**src/design/assert_macros.svh**
```systemverilog
// Concurrent assertion helpers used by pure_pursuit_steering_top.
`ifndef ASSERT_MACROS_SVH
`define ASSERT_MACROS_SVH

// Check that a property holds at every clock edge outside reset.
`define ASSERT_CLK(name, clk, rst, prop) \
   name: assert property (@(posedge clk) disable iff (rst) (prop)) \
      else $error("assertion failed");

// Check that a condition never holds outside reset.
`define ASSERT_NEVER(name, clk, rst, cond) \
   name: assert property (@(posedge clk) disable iff (rst) !(cond)) \
      else $error("forbidden condition seen");

`endif

```
**src/design/pps_ram.sv**
```systemverilog
module pps_ram #(
   parameter int WIDTH = 32,
   parameter int DEPTH = 64
) (
   input  logic                     clock,
   input  logic                     wr_en,
   input  logic [$clog2(DEPTH)-1:0] wr_addr,
   input  logic [WIDTH-1:0]         wr_data,
   input  logic                     rd_en,
   input  logic [$clog2(DEPTH)-1:0] rd_addr,
   output logic [WIDTH-1:0]         rd_data
);

   logic [WIDTH-1:0] mem_ff [DEPTH];
   logic [WIDTH-1:0] rd_data_ff;

   always_ff @(posedge clock) begin
      if (wr_en) begin
         mem_ff[wr_addr] <= wr_data;
      end
      if (rd_en) begin
         rd_data_ff <= mem_ff[rd_addr];
      end
   end

   assign rd_data = rd_data_ff;

endmodule

```
**config.mk**
```make
export PLATFORM = sky130hd
export DESIGN_NAME = pps_ram
export DESIGN_NICKNAME = d
export VERILOG_FILES = /design/src/design/assert_macros.svh /design/src/design/pps_ram.sv
export SDC_FILE = /design/constraint.sdc
export NUM_CORES = 2
export LEC_CHECK = 0
export BUFFER_PORTS_ARGS = -buffer_cell sky130_fd_sc_hd__buf_2
export CORE_ASPECT_RATIO = 1.2
export CORE_MARGIN = 5
export CORE_UTILIZATION = 35
export CTS_CLUSTER_SIZE = 10
export DETAILED_ROUTE_END_ITERATION = 10
export GPL_TIMING_DRIVEN = 0
export MAX_ROUTING_LAYER = met4
export PLACE_DENSITY = 0.54
export SETUP_SLACK_MARGIN = 0.1
export SLEW_MARGIN = 20
export SYNTH_ARGS = -nofsm -noshare
export SYNTH_HDL_FRONTEND = slang
export SYNTH_SLANG_ARGS = --single-unit
```
**constraint.sdc**
```tcl
create_clock -name clock -period 7.86 [get_ports clock]
set_input_delay 0.786 -clock clock [delete_from_list [all_inputs] [get_ports clock]]
set_output_delay 0.786 -clock clock [all_outputs]
set_load 0.02 [all_outputs]
```
---- Yosys cells after proc, flatten, opt, wreduce, memory -nomap -nowiden ----
Memory sizes are Yosys's and may differ from the RTL's. A register that Yosys moved wholly into a read port is not among the register bits.
Cells that the tools add are included.
Widths: inputs -> output; s select.
word-level totals
  logic and storage cells ................. 3
  bits in latches ......................... 0
  output and inout bits ................... 32
  RAM bits ................................ 2048
  memories ................................ 1
  flip-flop bits (word level) ............. 0
  memory bits (read-only) ................. 0
memory list
  memory  words  bits a word  read ports  clocked after memory_dff  wr ports  line           source
  mem_ff  64     32           1           1                         1         pps_ram.sv:14  logic [WIDTH-1:0] mem_ff [DEPTH];
operators by class
  eq/ne operators ......................... 0
  add/sub/neg operators ................... 0
  div/mod/pow operators ................... 0
  muxes and demuxes ....................... 2
  bitwise gates (word level) .............. 0
  reductions and logical operators ........ 0
  $lt $le $gt $ge ......................... 0
  shifts and indexed selects .............. 0
  multiply operators ...................... 0
operators with widths
  kind    count
  $mux 1  2

---- Longest topological paths before layout ----
  depth after elaboration ................. 2
  mapped depth ............................ 10
  mapped depth without buffers ............ 5

---- Least setup slack after synthesis ----
OpenSTA, ideal clock, no wires.
  path type ............................... input to register
  start point ............................. input port wr_addr[3]
  end point ............................... memory mem_ff[48][0], enable pin
  cell stages on the path ................. 4
  arrival ................................. 3485 ps
  setup time .............................. 461 ps
  setup slack ............................. 3914 ps
  required time ........................... 7399 ps
  cells stage by stage .................... clkbuf_1 nor2b_1 nand4b_1 nor3_1
RTL lines
  element             line           source
  start: declaration  pps_ram.sv:7   input logic [$clog2(DEPTH)-1:0] wr_addr,
  end: declaration    pps_ram.sv:14
Straight into the memory's write port.

==> out/qor.yml <==
run_status:
  status: "finished clean"
synth:
  seq_area_frac_synth_pct: 79.2
  synth.top_cell.area_share_pct: 79.2
  synth_seq_cells: 2080
  yosysUniqueCellTypes: 33
  synth_top_area_cell: "edfxtp_1"
  ys_warn_count: 0
  async_flop_share_pct: 0
  synth-main-ff-cell: "edfxtp_1"
  synth-edff-count: 2080
  synth_fp_nets: 3371
  avgSynthCellArea_um2: 23.7
  synthTopCellsByArea: "edfxtp_1 (79%), mux4_2 (16%), mux2i_1 (1.2%)"
  syn_area_um2: 78800
  syn_inst: 3324
timing:
  slew_viol_final: 0
  worst_clock_skew_ns: 0.0560
  totalNegativeSetupSlack_ns: 0
  hold_viol_final: 0
  max_slew_margin_pct: 18.9
  max_freq_mhz: 231
  finalSetupViolations: 0
  period_needed_ns: 4.32
  rsz0062_at_grt: "false"
  finalCritPeriodShare_pct: 55.0
  tightestPinTransition_ns: 1.22
die:
  dieArea_um2: 235000
  rows: 190
  die_h_um: 530
  ios: 79
  start_util_pct: 35.2
  die_x_um: 443
  core_area_um2: 224000
critical_path:
  critPathKind: "in -> reg"
  r2r_start: "mem_ff[31][25]"
  worstSetupStartpointType: "primary input"
  end_kind: "register"
  ff2ff_setup_slack_ns: 5.00
  critPathMaxFanout: 10
  cp.arrival_ns: 4.93
  reg2regPathDepth: 4
  r2r_end: "rd_data[25]"
  critPathRequiredTime_ns: 8.46
cts:
  post_cts_buffers: 0
  cts_resized: 0
  cts-htree-levels: 4
  cts_sinks: 2080
  clk_pin_slew_ns: 0.05
  ctsHoldBuffers: 0
  cts_tree: "done"
  max-clock-path-buffers: 3
  clock-root-buffer: "clkbuf_16"
  cts_made_buffers: 227
  clock_latency_ns: 0.86
global_routing:
  track_usage_pct: 21.7
  antenna_found_initial: 16
  grt-ovfl-total: 0
  grt_max_degree: 65
  grt_pass1_vias: 39300
  grt_first_pass_wirelength_mm: 337
placement:
  numPortBuffers: 70
  dp_hpwl_mm: 166
  place_congestion: 0.862
drt:
  drtPass1Iterations: 5
  ant_nets: 0
  via_count: 38400
  post_drt_wl_per_cell_um: 36.9
  drt_iter0_drc: 4902
  viasPerCell: 5.68
  wl_mm: 249
  drc_errors: 0
hold_path:
  min_from: "wr_data[15]"
  whs_path_depth: 1
  holdPathEnd: "mem_ff[42][15]"
  worstHoldPathType: "in -> reg"
finish:
  layout.nets: 3805
  post-route-util_pct: 41.3
  drive_gt1_share_pct: 31.1
  area_growth_pct: 17.1
run:
  drv_cap: 0
power:
  vdd_drop_max_mv: 0.240
  leakagePower_nw: 28.4
  powerDensity_nw_per_um2: 248
## worst max-delay path, cell delays in order
cell and delay (ns):
buf_2 0.40, buf_2 0.37, nand2b_1 0.14, buf_1 0.85, clkbuf_1 0.67, o22ai_1 0.14
nor2_1 0.70, a21oi_1 0.35, nor2_1 0.44
## where the power goes
part           switching, mW  internal, mW
Combinational          0.937         0.429
Clock                   4.09          5.12
Sequential            0.0220          12.3
Total                   5.05          17.9
## layout by cell type, fill, tap and decap left out, types with 12 or more instances in the layout
cell	synthesis	routed
edfxtp_1	2080	2080
mux4_2	544	544
clkbuf_16	0	229
buf_2	57	100
mux2i_1	93	93
buf_12	0	84
o22ai_1	84	83
nor2_1	137	75
buf_4	25	65
a21oi_1	62	62
nor2_4	0	62
clkbuf_1	74	58
buf_16	0	37
o221ai_1	27	27
nand2_1	26	26
clkbuf_2	0	25
buf_1	21	17
nor2b_1	15	15
a22oi_1	12	12
## per-stage QoR
stage	area [um^2]	total power [mW]	std cells	setup WS (ns)	hold WS, ns
2_1_floorplan	78800	13.2	3324	3.91	0.750
3_3_place_gp	82900	13.9	6370	0.317	1.16
3_5_place_dp	86300	13.9	6505	2.66	1.14
4_1_cts	92300	23.1	6758	3.60	0.277
5_1_grt	92300	23.5	6763	3.62	0.315
6_report	92400	22.9	6765	3.54	0.345
## cells in the mapped netlist, drive strengths merged (12+ instances only)
master     n
edfxtp  2080
mux4     544
nor2     137
buf      108
mux2i     93
o22ai     84
clkbuf    74
a21oi     62
o221ai    27
nand2     26
nor2b     15
a22oi     12
## cells by family (layout without fill, tap and decap cells)
| kind of cell | Yosys count | after routing | share of synthesized area [%] |
|---|---|---|---|
| AO/OA/AOI/OAI | 202 | 202 | 1.67 |
| buffers and inverters | 182 | 640 | 1.12 |
| flip-flops | 2080 | 2080 | 79.2 |
| multiplexers | 637 | 637 | 16.7 |
| other | 0 | 7 | 0 |
| AND/OR/NAND/NOR | 223 | 223 | 1.26 |
## registers in the layout, indices dropped and copies added, names as in the netlist
| register | cells |
|---|---|
| mem_ff | 2048 |
| rd_data | 32 |
## layer usage
metal	GRT usage [%]	wire [um]	vias to the layer above
met3	3.76	18000	462
met2	36.3	127000	1788
met5	-	0	-
li1	-	-	15100
met1	25.5	89800	21100
met4	10.8	15000	0
## how the worst max path moves through the flow
stage,startpoint,end,slack [ns]
after floorplan,wr_addr[3],mem_ff[48][0],3.91
after global placement,wr_addr[4],mem_ff[48][8],0.32
after detailed placement,rd_addr[1],rd_data[19],2.66
after CTS,rd_addr[1],rd_data[19],3.60
after global routing,rd_addr[1],rd_data[19],3.62
final,rd_addr[1],rd_data[15],3.54
## area by class of cell
| cell class | instances | area, um^2 |
|---|---|---|
| Fill cell | 19200 | 131000 |
| Sequential cell | 2080 | 62500 |
| Multi-Input combinational cell | 1062 | 16000 |
| Clock buffer | 237 | 5760 |
| Tap cell | 2976 | 3720 |
| Timing Repair Buffer | 205 | 3260 |
| Buffer | 182 | 921 |
| Clock inverter | 16 | 238 |
| Antenna cell | 7 | 17.5 |
No activity file was read; power rests on OpenSTA's default activity.
